[src/rtl/sdq_pkg.sv]
// sdq_pkg: shared types and constants of the sorted deadline queue
// used by sdq_ctrl, sdq_dp and sorted_deadline_queue
package sdq_pkg;

  localparam int unsigned Depth = 16;
  localparam int unsigned CntW  = $clog2(Depth + 1);
  localparam int unsigned PtrW  = $clog2(Depth);

  typedef logic [CntW-1:0] cnt_t;
  typedef logic [PtrW-1:0] ptr_t;

  typedef enum logic [1:0] {
    ACT_INSERT = 2'd0,
    ACT_EXPIRE = 2'd1,
    ACT_REMOVE = 2'd2
  } action_e;

  typedef enum logic [2:0] {
    ST_INSERTED = 3'd0,
    ST_FULL     = 3'd1,
    ST_REMOVED  = 3'd2,
    ST_NOTFOUND = 3'd3,
    ST_EXPIRED  = 3'd4,
    ST_NONE     = 3'd5
  } status_e;

  // date fields lead so the top 23 bits form the sort key
  typedef struct packed {
    logic [13:0] year;
    logic [3:0]  month;
    logic [4:0]  day;
    logic [15:0] subject;
    logic [7:0]  expn;
  } entry_t;

  typedef enum logic [3:0] {
    S_IDLE,
    S_DISPATCH,
    S_INS_CHK,
    S_INS_CMP,
    S_INS_PUT,
    S_EMIT,
    S_EXP_RD,
    S_EXP_CMP,
    S_EXP_FIN,
    S_RM_CHK,
    S_RM_CMP,
    S_RM_SH,
    S_RM_MV
  } state_e;

  typedef enum logic [1:0] {
    RD_PREV,
    RD_CUR,
    RD_NEXT
  } rsel_e;

  typedef struct packed {
    logic    latch;
    logic    idx_load_count;
    logic    idx_clear;
    logic    idx_dec;
    logic    idx_inc;
    logic    rd_en;
    rsel_e   rsel;
    logic    wr_en;
    logic    wr_new;
    logic    head_inc;
    logic    cnt_inc;
    logic    cnt_dec;
    logic    pend_load;
    logic    pend_clear;
    logic    emit;
    logic    emit_pend;
    status_e status;
    logic    last;
  } cmd_t;

  typedef struct packed {
    action_e action;
    logic    full;
    logic    empty;
    logic    idx_zero;
    logic    idx_at_count;
    logic    next_at_count;
    logic    key_ge;
    logic    match;
    logic    out_free;
    logic    pend_v;
    cnt_t    count;
  } stat_t;

endpackage

[src/rtl/sdq_dp.sv]
// sdq_dp: entry memory (circular), request, pending and output registers
// depends on sdq_pkg; driven by sdq_ctrl commands
module sdq_dp (
  input  logic              clk_i,
  input  logic              rst_ni,
  input  sdq_pkg::cmd_t     cmd_i,
  output sdq_pkg::stat_t    stat_o,
  input  logic [1:0]        action_i,
  input  logic [4:0]        due_day_i,
  input  logic [3:0]        due_month_i,
  input  logic [13:0]       due_year_i,
  input  logic [15:0]       subject_id_i,
  input  logic [7:0]        exp_number_i,
  output logic              out_valid_o,
  input  logic              out_ready_i,
  output logic [2:0]        status_o,
  output logic [4:0]        out_day_o,
  output logic [3:0]        out_month_o,
  output logic [13:0]       out_year_o,
  output logic [15:0]       out_subject_o,
  output logic [7:0]        out_exp_o,
  output logic [4:0]        fill_o,
  output logic              last_o
);

  sdq_pkg::entry_t mem [sdq_pkg::Depth];
  sdq_pkg::entry_t req_q, rd_q, pend_q, out_q;
  sdq_pkg::action_e act_q;
  sdq_pkg::cnt_t   idx_q, count_q, pend_fill_q, lrd;
  sdq_pkg::ptr_t   head_q, ra, wa;
  logic            pend_v_q, out_valid_q, last_q;
  logic [2:0]      status_q;
  logic [4:0]      fill_q;

  function automatic sdq_pkg::ptr_t phys(sdq_pkg::ptr_t head, sdq_pkg::cnt_t l);
    logic [sdq_pkg::CntW:0] s;
    s = (sdq_pkg::CntW+1)'(head) + (sdq_pkg::CntW+1)'(l[sdq_pkg::PtrW-1:0]);
    if (s >= (sdq_pkg::CntW+1)'(sdq_pkg::Depth)) begin
      s = s - (sdq_pkg::CntW+1)'(sdq_pkg::Depth);
    end
    return s[sdq_pkg::PtrW-1:0];
  endfunction

  always_comb begin
    case (cmd_i.rsel)
      sdq_pkg::RD_PREV: lrd = idx_q - sdq_pkg::CntW'(1);
      sdq_pkg::RD_NEXT: lrd = idx_q + sdq_pkg::CntW'(1);
      default:          lrd = idx_q;
    endcase
  end

  assign ra = phys(head_q, lrd);
  assign wa = phys(head_q, idx_q);

  // entry memory, one write and one registered read a cycle
  always_ff @(posedge clk_i) begin
    if (cmd_i.wr_en) begin
      mem[wa] <= cmd_i.wr_new ? req_q : rd_q;
    end
    if (cmd_i.rd_en) begin
      rd_q <= mem[ra];
    end
  end

  always_ff @(posedge clk_i) begin
    if (cmd_i.latch) begin
      req_q <= '{year: due_year_i, month: due_month_i, day: due_day_i,
                 subject: subject_id_i, expn: exp_number_i};
      act_q <= sdq_pkg::action_e'(action_i);
    end
    if (cmd_i.pend_load) begin
      pend_q      <= rd_q;
      pend_fill_q <= count_q - sdq_pkg::CntW'(1);
    end
  end

  always_ff @(posedge clk_i or negedge rst_ni) begin
    if (!rst_ni) begin
      idx_q    <= '0;
      head_q   <= '0;
      count_q  <= '0;
      pend_v_q <= 1'b0;
    end else begin
      if (cmd_i.idx_load_count) begin
        idx_q <= count_q;
      end else if (cmd_i.idx_clear) begin
        idx_q <= '0;
      end else if (cmd_i.idx_dec) begin
        idx_q <= idx_q - sdq_pkg::CntW'(1);
      end else if (cmd_i.idx_inc) begin
        idx_q <= idx_q + sdq_pkg::CntW'(1);
      end
      if (cmd_i.head_inc) begin
        head_q <= (head_q == sdq_pkg::PtrW'(sdq_pkg::Depth - 1)) ? '0
                : head_q + sdq_pkg::PtrW'(1);
      end
      if (cmd_i.cnt_inc) begin
        count_q <= count_q + sdq_pkg::CntW'(1);
      end else if (cmd_i.cnt_dec) begin
        count_q <= count_q - sdq_pkg::CntW'(1);
      end
      if (cmd_i.pend_load) begin
        pend_v_q <= 1'b1;
      end else if (cmd_i.pend_clear) begin
        pend_v_q <= 1'b0;
      end
    end
  end

  // output register
  always_ff @(posedge clk_i or negedge rst_ni) begin
    if (!rst_ni) begin
      out_valid_q <= 1'b0;
    end else if (cmd_i.emit) begin
      out_valid_q <= 1'b1;
    end else if (out_ready_i) begin
      out_valid_q <= 1'b0;
    end
  end

  always_ff @(posedge clk_i) begin
    if (cmd_i.emit) begin
      status_q <= cmd_i.status;
      out_q    <= cmd_i.emit_pend ? pend_q : '0;
      fill_q   <= 5'(cmd_i.emit_pend ? pend_fill_q : count_q);
      last_q   <= cmd_i.last;
    end
  end

  assign out_valid_o   = out_valid_q;
  assign status_o      = status_q;
  assign out_day_o     = out_q.day;
  assign out_month_o   = out_q.month;
  assign out_year_o    = out_q.year;
  assign out_subject_o = out_q.subject;
  assign out_exp_o     = out_q.expn;
  assign fill_o        = fill_q;
  assign last_o        = last_q;

  assign stat_o.action        = act_q;
  assign stat_o.full          = (count_q == sdq_pkg::CntW'(sdq_pkg::Depth));
  assign stat_o.empty         = (count_q == '0);
  assign stat_o.idx_zero      = (idx_q == '0);
  assign stat_o.idx_at_count  = (idx_q == count_q);
  assign stat_o.next_at_count = ((idx_q + sdq_pkg::CntW'(1)) == count_q);
  assign stat_o.key_ge        = ({rd_q.year, rd_q.month, rd_q.day}
                                 >= {req_q.year, req_q.month, req_q.day});
  assign stat_o.match         = (rd_q.subject == req_q.subject) && (rd_q.expn == req_q.expn);
  assign stat_o.out_free      = !out_valid_q || out_ready_i;
  assign stat_o.pend_v        = pend_v_q;
  assign stat_o.count         = count_q;

endmodule

[src/rtl/sdq_ctrl.sv]
// sdq_ctrl: sequencer for insert, expire and remove
// depends on sdq_pkg; commands sdq_dp
module sdq_ctrl (
  input  logic           clk_i,
  input  logic           rst_ni,
  input  logic           in_valid_i,
  output logic           in_ready_o,
  input  sdq_pkg::stat_t stat_i,
  output sdq_pkg::cmd_t  cmd_o
);

  sdq_pkg::state_e  state_q, state_d;
  sdq_pkg::status_e st_q, st_d;

  always_ff @(posedge clk_i or negedge rst_ni) begin
    if (!rst_ni) begin
      state_q <= sdq_pkg::S_IDLE;
      st_q    <= sdq_pkg::ST_INSERTED;
    end else begin
      state_q <= state_d;
      st_q    <= st_d;
    end
  end

  always_comb begin
    state_d    = state_q;
    st_d       = st_q;
    cmd_o      = '0;
    cmd_o.rsel = sdq_pkg::RD_CUR;
    in_ready_o = 1'b0;
    case (state_q)
      sdq_pkg::S_IDLE: begin
        in_ready_o = 1'b1;
        if (in_valid_i) begin
          cmd_o.latch = 1'b1;
          state_d     = sdq_pkg::S_DISPATCH;
        end
      end
      sdq_pkg::S_DISPATCH: begin
        case (stat_i.action)
          sdq_pkg::ACT_INSERT: begin
            if (stat_i.full) begin
              st_d    = sdq_pkg::ST_FULL;
              state_d = sdq_pkg::S_EMIT;
            end else begin
              cmd_o.idx_load_count = 1'b1;
              state_d              = sdq_pkg::S_INS_CHK;
            end
          end
          sdq_pkg::ACT_EXPIRE: begin
            cmd_o.idx_clear = 1'b1;
            state_d         = sdq_pkg::S_EXP_RD;
          end
          sdq_pkg::ACT_REMOVE: begin
            cmd_o.idx_clear = 1'b1;
            state_d         = sdq_pkg::S_RM_CHK;
          end
          default: state_d = sdq_pkg::S_IDLE;
        endcase
      end
      sdq_pkg::S_INS_CHK: begin
        if (stat_i.idx_zero) begin
          state_d = sdq_pkg::S_INS_PUT;
        end else begin
          cmd_o.rd_en = 1'b1;
          cmd_o.rsel  = sdq_pkg::RD_PREV;
          state_d     = sdq_pkg::S_INS_CMP;
        end
      end
      sdq_pkg::S_INS_CMP: begin
        if (stat_i.key_ge) begin
          cmd_o.wr_en   = 1'b1;
          cmd_o.idx_dec = 1'b1;
          state_d       = sdq_pkg::S_INS_CHK;
        end else begin
          state_d = sdq_pkg::S_INS_PUT;
        end
      end
      sdq_pkg::S_INS_PUT: begin
        cmd_o.wr_en   = 1'b1;
        cmd_o.wr_new  = 1'b1;
        cmd_o.cnt_inc = 1'b1;
        st_d          = sdq_pkg::ST_INSERTED;
        state_d       = sdq_pkg::S_EMIT;
      end
      sdq_pkg::S_EMIT: begin
        if (stat_i.out_free) begin
          cmd_o.emit   = 1'b1;
          cmd_o.status = st_q;
          cmd_o.last   = 1'b1;
          state_d      = sdq_pkg::S_IDLE;
        end
      end
      sdq_pkg::S_EXP_RD: begin
        if (stat_i.empty) begin
          state_d = sdq_pkg::S_EXP_FIN;
        end else begin
          cmd_o.rd_en = 1'b1;
          state_d     = sdq_pkg::S_EXP_CMP;
        end
      end
      sdq_pkg::S_EXP_CMP: begin
        if (stat_i.key_ge) begin
          state_d = sdq_pkg::S_EXP_FIN;
        end else if (!stat_i.pend_v || stat_i.out_free) begin
          cmd_o.emit      = stat_i.pend_v;
          cmd_o.emit_pend = 1'b1;
          cmd_o.status    = sdq_pkg::ST_EXPIRED;
          cmd_o.pend_load = 1'b1;
          cmd_o.head_inc  = 1'b1;
          cmd_o.cnt_dec   = 1'b1;
          state_d         = sdq_pkg::S_EXP_RD;
        end
      end
      sdq_pkg::S_EXP_FIN: begin
        if (stat_i.out_free) begin
          cmd_o.emit = 1'b1;
          cmd_o.last = 1'b1;
          if (stat_i.pend_v) begin
            cmd_o.emit_pend  = 1'b1;
            cmd_o.pend_clear = 1'b1;
            cmd_o.status     = sdq_pkg::ST_EXPIRED;
          end else begin
            cmd_o.status = sdq_pkg::ST_NONE;
          end
          state_d = sdq_pkg::S_IDLE;
        end
      end
      sdq_pkg::S_RM_CHK: begin
        if (stat_i.idx_at_count) begin
          st_d    = sdq_pkg::ST_NOTFOUND;
          state_d = sdq_pkg::S_EMIT;
        end else begin
          cmd_o.rd_en = 1'b1;
          state_d     = sdq_pkg::S_RM_CMP;
        end
      end
      sdq_pkg::S_RM_CMP: begin
        if (stat_i.match) begin
          state_d = sdq_pkg::S_RM_SH;
        end else begin
          cmd_o.idx_inc = 1'b1;
          state_d       = sdq_pkg::S_RM_CHK;
        end
      end
      sdq_pkg::S_RM_SH: begin
        if (stat_i.next_at_count) begin
          cmd_o.cnt_dec = 1'b1;
          st_d          = sdq_pkg::ST_REMOVED;
          state_d       = sdq_pkg::S_EMIT;
        end else begin
          cmd_o.rd_en = 1'b1;
          cmd_o.rsel  = sdq_pkg::RD_NEXT;
          state_d     = sdq_pkg::S_RM_MV;
        end
      end
      sdq_pkg::S_RM_MV: begin
        cmd_o.wr_en   = 1'b1;
        cmd_o.idx_inc = 1'b1;
        state_d       = sdq_pkg::S_RM_SH;
      end
      default: state_d = sdq_pkg::S_IDLE;
    endcase
  end

endmodule

[src/rtl/sorted_deadline_queue.sv]
// sorted_deadline_queue: date-ordered queue with insert, expire and remove
// depends on sdq_pkg, sdq_ctrl and sdq_dp
//
//  channel | handshake              | payload
//  in      | in_valid_i / in_ready_o | action, due date, subject_id, exp_number
//  out     | out_valid_o/out_ready_i | status, expired entry, fill, last
//
// one request at a time; the entry memory gives one read and one write a cycle
// insert: k entries at or after the new date each move up one place before the write
// remove: p entries scanned, s entries after the match shifted down one place
// expire: pops head entries before the request date; one at or after it stops the scan
// a waiting result stalls the sequencer only when the next result is ready
// reset clears count, head and handshake state; the memory holds no reset
module sorted_deadline_queue (
  input  logic        clk_i,
  input  logic        rst_ni,
  input  logic        in_valid_i,
  output logic        in_ready_o,
  input  logic [1:0]  action_i,
  input  logic [4:0]  due_day_i,
  input  logic [3:0]  due_month_i,
  input  logic [13:0] due_year_i,
  input  logic [15:0] subject_id_i,
  input  logic [7:0]  exp_number_i,
  output logic        out_valid_o,
  input  logic        out_ready_i,
  output logic [2:0]  status_o,
  output logic [4:0]  out_day_o,
  output logic [3:0]  out_month_o,
  output logic [13:0] out_year_o,
  output logic [15:0] out_subject_o,
  output logic [7:0]  out_exp_o,
  output logic [4:0]  fill_o,
  output logic        last_o
);

  sdq_pkg::cmd_t  cmd;
  sdq_pkg::stat_t stat;

  // sequencer: walks the memory one entry per step
  sdq_ctrl u_ctrl (
    .clk_i      (clk_i),
    .rst_ni     (rst_ni),
    .in_valid_i (in_valid_i),
    .in_ready_o (in_ready_o),
    .stat_i     (stat),
    .cmd_o      (cmd)
  );

  // storage, compares and the output register
  sdq_dp u_dp (
    .clk_i         (clk_i),
    .rst_ni        (rst_ni),
    .cmd_i         (cmd),
    .stat_o        (stat),
    .action_i      (action_i),
    .due_day_i     (due_day_i),
    .due_month_i   (due_month_i),
    .due_year_i    (due_year_i),
    .subject_id_i  (subject_id_i),
    .exp_number_i  (exp_number_i),
    .out_valid_o   (out_valid_o),
    .out_ready_i   (out_ready_i),
    .status_o      (status_o),
    .out_day_o     (out_day_o),
    .out_month_o   (out_month_o),
    .out_year_o    (out_year_o),
    .out_subject_o (out_subject_o),
    .out_exp_o     (out_exp_o),
    .fill_o        (fill_o),
    .last_o        (last_o)
  );

  // occupancy never passes the capacity
  a_count_bound: assert property (@(posedge clk_i) disable iff (!rst_ni)
    stat.count <= sdq_pkg::CntW'(sdq_pkg::Depth))
    else $error("entry count above capacity");

  // an accepted request keeps the sequencer busy for the next cycle
  a_busy_after_accept: assert property (@(posedge clk_i) disable iff (!rst_ni)
    (in_valid_i && in_ready_o) |=> !in_ready_o)
    else $error("request accepted while busy");

  // no expired entry is left pending once the sequencer is idle
  a_no_pend_idle: assert property (@(posedge clk_i) disable iff (!rst_ni)
    in_ready_o |-> !stat.pend_v)
    else $error("pending expired entry while idle");

endmodule
[config.mk]
export PLATFORM = sky130hd
export DESIGN_NAME = sorted_deadline_queue
export DESIGN_NICKNAME = d
export VERILOG_FILES = /design/src/rtl/sdq_pkg.sv /design/src/rtl/sdq_dp.sv /design/src/rtl/sdq_ctrl.sv /design/src/rtl/sorted_deadline_queue.sv
export SDC_FILE = /design/constraint.sdc
export NUM_CORES = 1
export LEC_CHECK = 0
export ABC_AREA = 1
export BUFFER_PORTS_ARGS = -buffer_cell sky130_fd_sc_hd__buf_2
export CORE_UTILIZATION = 55
export DETAILED_ROUTE_END_ITERATION = 8
export HOLD_SLACK_MARGIN = 0.1
export PLACE_DENSITY = 0.72
export SLEW_MARGIN = 20
export SYNTH_ARGS = -nofsm -noshare
export SYNTH_HDL_FRONTEND = slang
export SYNTH_SLANG_ARGS = --single-unit
[constraint.sdc]
create_clock -name clk_i -period 13.9 [get_ports clk_i]
set_clock_uncertainty 0.15 [all_clocks]
set_input_delay 2.78 -clock clk_i [delete_from_list [all_inputs] [get_ports clk_i]]
set_output_delay 2.78 -clock clk_i [all_outputs]
set_load 0.1 [all_outputs]
# ---- Word-level counts from Yosys, hierarchy flattened
# Memory sizes are Yosys's and may differ from the RTL's. A register that Yosys moved wholly into a read port is not among the register bits.
# Cells that the tools add are included.
dict set report word_totals {
  register_bits 180
  wordCells 163
  input_bits 53
  mem_bits_rw 752
  memories 1
}
dict set report classes {
  magnitude_cmp 3
  muxes 75
  addsub 9
  n_reduce_logical 20
  n_eq_ne 28
}
# name depth word_bits read_ports rd_ports_with_merged_regs wr line_no
set mem_list {}
lappend mem_list {u_dp.mem 16 47 1 1 1 sdq_dp.sv:26} ;# sdq_pkg::entry_t mem [sdq_pkg::Depth];
# cell count
set op_table {}
lappend op_table {{4-bit case mux with 12 select lines} 1}
lappend op_table {{47-bit two-way mux} 1}
lappend op_table {{5-bit two-way mux} 9}
lappend op_table {{4-bit two-way mux} 11}
lappend op_table {{1-bit two-way mux} 27}
lappend op_table {{3-bit two-way mux} 9}
lappend op_table {{4-bit equality test (second input constant)} 6}
lappend op_table {{23-bit >= comparator} 1}
lappend op_table {{16-bit equality test} 1}
lappend op_table {{4-bit by 3-bit equality test with 1-bit output (second input constant)} 4}
lappend op_table {{3-bit case mux with 4 select lines} 1}
lappend op_table {{4-bit case mux with 3 select lines} 1}
lappend op_table {{4-bit by 4-bit adder with 5-bit output} 2}
lappend op_table {{5-bit by 1-bit adder with 5-bit output (second input constant)} 2}
lappend op_table {{5-bit equality test} 2}
lappend op_table {{5-bit >= comparator (second input constant)} 2}
lappend op_table {{5-bit zero test} 2}
lappend op_table {{2-bit inequality test (second input constant)} 5}
lappend op_table {{1-bit case mux with 2 select lines} 5}
lappend op_table {{5-bit by 1-bit subtractor with 5-bit output (second input constant)} 2}
lappend op_table {{3-bit case mux with 3 select lines} 1}
lappend op_table {{4-bit by 2-bit equality test with 1-bit output (second input constant)} 2}
lappend op_table {{8-bit equality test} 1}
lappend op_table {{2-bit two-way mux} 4}
lappend op_table {{other kinds (23)} 33}

# ---- Depth between registers and ports, before layout
dict set report depth {
  ltp_word 9
  ltp_mapped 23
  mapped_depth_nobuf 21
}

# ---- Hierarchy
# From an unflattened synthesis, not the netlist that was laid out.
dict set report hier_totals {
  hier_cells 3248
  hier_area_um2 40014.6
}
# module area_per_inst_um2 n_inst cells_per_inst seq_area_each_um2
set modules_own_cells {}
lappend modules_own_cells {sdq_dp 39220.1 1 3097 29107.9}
lappend modules_own_cells {sdq_ctrl 794.5 1 151 150.1}

# ---- Least setup slack after synthesis
# Ideal clock, no wire load.
dict set report synth_timing {
  path_kind {input to register}
  start {in out_ready_i}
  end {reg u_dp.fill_q[0], in the netlist u_dp.fill_o[0], enable pin}
  path_slack_ns 6.365
  t_required_ns 13.203
  stages 2
  t_arrival_ns 6.838
  cell_sequence {nor2_1 o21ai_0}
}
# element line_no
set synth_rtl {}
lappend synth_rtl {{start: declaration} sorted_deadline_queue.sv:26} ;# input logic out_ready_i,
lappend synth_rtl {{end signal: assignment} sdq_dp.sv:125} ;# fill_q <= 5'(cmd_i.emit_pend ? pend_fill_q : count_q);
lappend synth_rtl {{end: declaration} sdq_dp.sv:33} ;# logic [4:0] fill_q;

# ---- Worst setup path in the final report
dict set report layout_timing {
  start {reg u_dp.idx_q[0]}
  end {reg u_dp.rd_q[11] (netlist name)}
}
dict set report layout_via {
  elab_chain_cells 9
  word_cells_on_any_way 17
  classes_between {add/sub (4); order compare (1); eq/ne (3); mux (7); reduce/logical (2)}
}
# element line_no
set layout_rtl {}
lappend layout_rtl {{start: declaration} sdq_dp.sv:29} ;# sdq_pkg::cnt_t idx_q, count_q, pend_fill_q, lrd;
lappend layout_rtl {{start signal: assignment} sdq_dp.sv:85} ;# idx_q <= count_q;
lappend layout_rtl {{start signal: assignment} sdq_dp.sv:89} ;# idx_q <= idx_q - sdq_pkg::CntW'(1);
lappend layout_rtl {{start signal: assignment} sdq_dp.sv:91} ;# idx_q <= idx_q + sdq_pkg::CntW'(1);
lappend layout_rtl {{5-bit by 1-bit adder with 5-bit output} sdq_dp.sv:47} ;# sdq_pkg::RD_NEXT: lrd = idx_q + sdq_pkg::CntW'(1);
lappend layout_rtl {{5-bit equality test} sdq_dp.sv:145} ;# assign stat_o.next_at_count = ((idx_q + sdq_pkg::CntW'(1)) == count_q);
lappend layout_rtl {{3-bit two-way mux} sdq_ctrl.sv:147} ;# if (stat_i.next_at_count) begin
lappend layout_rtl {{2-bit case mux with 2 select lines} sdq_ctrl.sv:31} ;# case (state_q)
lappend layout_rtl {{2-bit equality test or 2-bit zero test (tied branches)} sdq_dp.sv:45} ;# case (cmd_i.rsel)
lappend layout_rtl {{4-bit case mux with 2 select lines} sdq_dp.sv:45}
lappend layout_rtl {{4-bit by 4-bit adder with 5-bit output} sdq_dp.sv:37} ;# s = (sdq_pkg::CntW+1)'(head) + (sdq_pkg::CntW+1)'(l[sdq_pkg::PtrW-1:0]);
lappend layout_rtl {{4-bit by 1-bit subtractor with 4-bit output or 5-bit >= comparator (tied branches)} {sdq_dp.sv:39, sdq_dp.sv:38}}
lappend layout_rtl {{4-bit two-way mux} sdq_dp.sv:38} ;# if (s >= (sdq_pkg::CntW+1)'(sdq_pkg::Depth)) begin
# Several ways; a longest one is shown, not always the timed one.
# A chain may end at the register's enable or synchronous reset.

==> impl_metrics.toml <==
[worst_setup_path]
critPathKind = "reg2reg"
path_common_cell = "sky130_fd_sc_hd__nand2_1"
critPathSlowestCell = "sky130_fd_sc_hd__buf_4"
top_fanout_value_on_the_critical_path = 103
cells_along_the_critical_path = "inv_1 -> ha_1 -> xor2_1 -> nor2_1 -> nand2_1 -> nor2_1 -> nand2_2 -> nand2_4 -> nand2_1 -> xor2_1 -> ha_4 -> inv_1 -> fa_2 -> buf_4 -> inv_6 -> buf_4 -> buf_4 -> o21ai_0 -> o22ai_1 -> nand2_1 -> o21ai_0 -> nand3_1 -> nand2_1"
cp.required_ns = 14.25
flop2flop_setup_slack_ns = 7.28
worstSetupEndpoint = "u_dp.rd_q[11]$_DFFE_PP_"
crit_start = "u_dp.idx_q[0]$_DFFE_PN0P_"
worst-path-stages = 23
r2r_start = "u_dp.idx_q[0]$_DFFE_PN0P_"
worst_r2r_endpoint = "u_dp.rd_q[11]$_DFFE_PP_"
critical_path_buf_inv_count = 6
ff2ff_path_depth = 23
max_stage_delay_ns = 0.99
worstSetupEndpointType = "register"
worst_ep_arrival_time_ns = 6.98
setup.worst_path.start_class = "register"
crit_family = "buffers and inverters"

[timing]
max_slew_margin_pct = 24.2
finalMaxSlewViolations = 0
finalSetupViolations = 0
setup-tns-final_ns = 0
report.final.hold_viol_count = 0
max_freq_mhz = 151
timing.final.crit_share_pct = 47.6
grt_setup_unrepaired = "no"
worst_slew_pin_slew_ns = 1.14
whs_ns = 0.337
final_period_minus_worst_setup_slack_ns = 6.62

[drt]
met1Wirelength_mm = 37.7
drt_wl_cell_um = 22.9
routed_wirelength_mm = 98.4
detail_route.vias_per_cell = 6.08
final_antenna_net_count = 0
met3_length_mm = 9.17
met2_wirelength_mm = 47.7
dr.first_iter.drc_count = 3265
drtPass1Iterations = 5
remaining_drc_errors = 0
routed.top_layer = "met4"
vias = 26089

[clock_network]
holdBufCountCts = 0
cts.path.max_buffers = 3
ctsRootBufferMaster = "sky130_fd_sc_hd__clkbuf_16"
clkTransAtPathRegs_ns = 0.06
worst_skew_pair.late_latency_ns = 0.65
tritoncts_num_sinks = 978
tritoncts_clock_tree = "done"
ctsResizeCount = 0
postCtsSetupBuffers = 0
cts_inserted_buffers = 97
number_of_h_tree_branching_levels = 3

[synthesis]
post-synth-top-count-cell = "sky130_fd_sc_hd__edfxtp_1"
postSynthNetCount = 3282
dominant_cell_type_by_area_after_synthesis = "sky130_fd_sc_hd__edfxtp_1"
synth_top_flop_cell = "sky130_fd_sc_hd__edfxtp_1"
synthTopCellsByArea = "sky130_fd_sc_hd__edfxtp_1, sky130_fd_sc_hd__nand2_1, sky130_fd_sc_hd__o21ai_0"
synth.cell_area_um2 = 40000
yosys_warnings = 0
synth_area_per_cell_um2 = 12.5
synth-edff-count = 956
synthArstFlopShare_pct = 2.25
ys_top_cells_by_count = "sky130_fd_sc_hd__edfxtp_1, sky130_fd_sc_hd__nand2_1, sky130_fd_sc_hd__o21ai_0, sky130_fd_sc_hd__nor2_1, sky130_fd_sc_hd__inv_1"
synth_seq_area_share_pct = 73.1
postSynthRegisterBits = 978
synth_cells = 3190
netlist-cell-type-count = 43
netlist.area_leader.share_pct = 71.8

[global_route]
antenna_found_initial = 0
grt.total_usage_pct = 26.5
globalRoute.totalOverflow = 0
grt_pass1_wl_mm = 148
grt_pass1_vias = 25448
grt_max_degree = 251

[floorplan]
design.die.area_um2 = 73800
die_y_um = 272
placement_rows = 98
fp.dieW_um = 272
io-pin-count = 111
floorplan.core_area_um2 = 71700
initial_core_util_pct = 55.8

[cells_and_area]
layout.cells.non_filler = 4294
fraction_of_layout_instances_using_a_drive_strength_above_1_pct = 10.4
antennaDiodeCount = 0
nets = 3357
syn2layout_area_growth_pct = 11.5

[placement]
dp.final_hpwl_mm = 49.2
numPortBuffers = 110
gpl.final_weighted_congestion = 0.889
dp.cells = 4115

[hold_path]
min-delay-path-class = "reg2reg"

[run_status]
outcome = "complete, no violations"

[run]
max-cap-violations = 0
metrics by stage:
| step | instance area, µm² | util, % | worst slack (ns) |
|---|---|---|---|
| 4_1_cts | 44600 | 62.1 | 7.36 |
| 3_5_place_dp | 41500 | 57.9 | 7.37 |
| 2_1_floorplan | 40000 | - | 6.36 |
| 6_report | 44600 | 62.2 | 7.28 |
| 3_3_place_gp | 41500 | 57.9 | 7.61 |
| 5_1_grt | 44600 | 62.2 | 6.78 |
cells by family after synthesis:
kind of cell,count (synthesis),synth area share (%)
fa+ha+maj,39,1.26
simple gates,1149,11.5
xor+xnor,40,0.876
flops,978,73.1
compound gates,645,9.64
buf+inv,339,3.62
registers in the layout (all words and copies together) (netlist names), 5 cells and up:
register	flops
u_dp.idx_q	5
u_dp.pend_q	47
u_dp.mem	752
u_dp.count_q	5
u_dp.pend_fill_q	5
u_dp.req_q	47
u_dp.out_day_o	5
u_dp.rd_q	47
u_dp.out_year_o	14
u_dp.fill_o	5
u_dp.out_subject_o	16
u_dp.out_exp_o	8
metal layers:
metal,GRT usage [%],vias up
met5,0,-
met4,11.1,0
met3,3.65,256
met2,43.8,1460
met1,35.7,12742
li1,-,11631
cells in the final DEF, fill, tap and decap left out, types with 22 or more instances in the layout:
master and instances:
sky130_fd_sc_hd__edfxtp_1 956, sky130_fd_sc_hd__nand2_1 667, sky130_fd_sc_hd__o21ai_0 328, sky130_fd_sc_hd__nor2_1 297, sky130_fd_sc_hd__inv_1 142, sky130_fd_sc_hd__nand3_1 134, sky130_fd_sc_hd__buf_2 110, sky130_fd_sc_hd__a21oi_1 107
sky130_fd_sc_hd__clkbuf_16 101, sky130_fd_sc_hd__o22ai_1 97, sky130_fd_sc_hd__a32o_1 94, sky130_fd_sc_hd__buf_4 52, sky130_fd_sc_hd__ha_1 36, sky130_fd_sc_hd__clkinv_1 27, sky130_fd_sc_hd__dfrtp_1 22
cell type report:
class / instances / area, µm²
fillers: 5246 / 27100
repair buffers: 165 / 1010
multi-input cells: 1873 / 9510
inverters: 150 / 577
flip-flops and latches: 978 / 29300
clock inverters: 60 / 468
clock buffers: 118 / 2590
well taps: 950 / 1190
how the worst min path moves through the flow:
stage                             from                         to  cells after the start
4_1_cts         u_dp.rd_q[7]$_DFFE_PP_   u_dp.pend_q[7]$_DFFE_PP_                      0
3_3_place_gp    u_dp.rd_q[7]$_DFFE_PP_   u_dp.pend_q[7]$_DFFE_PP_                      0
3_5_place_dp    u_dp.rd_q[7]$_DFFE_PP_   u_dp.pend_q[7]$_DFFE_PP_                      0
5_1_grt         u_dp.rd_q[7]$_DFFE_PP_   u_dp.pend_q[7]$_DFFE_PP_                      0
2_1_floorplan  u_dp.rd_q[21]$_DFFE_PP_  u_dp.pend_q[21]$_DFFE_PP_                      0
6_report        u_dp.rd_q[9]$_DFFE_PP_   u_dp.pend_q[9]$_DFFE_PP_                      0
Power is not shown: default switching activity piles up to over one toggle a cycle in this logic, so the estimate is an artifact.
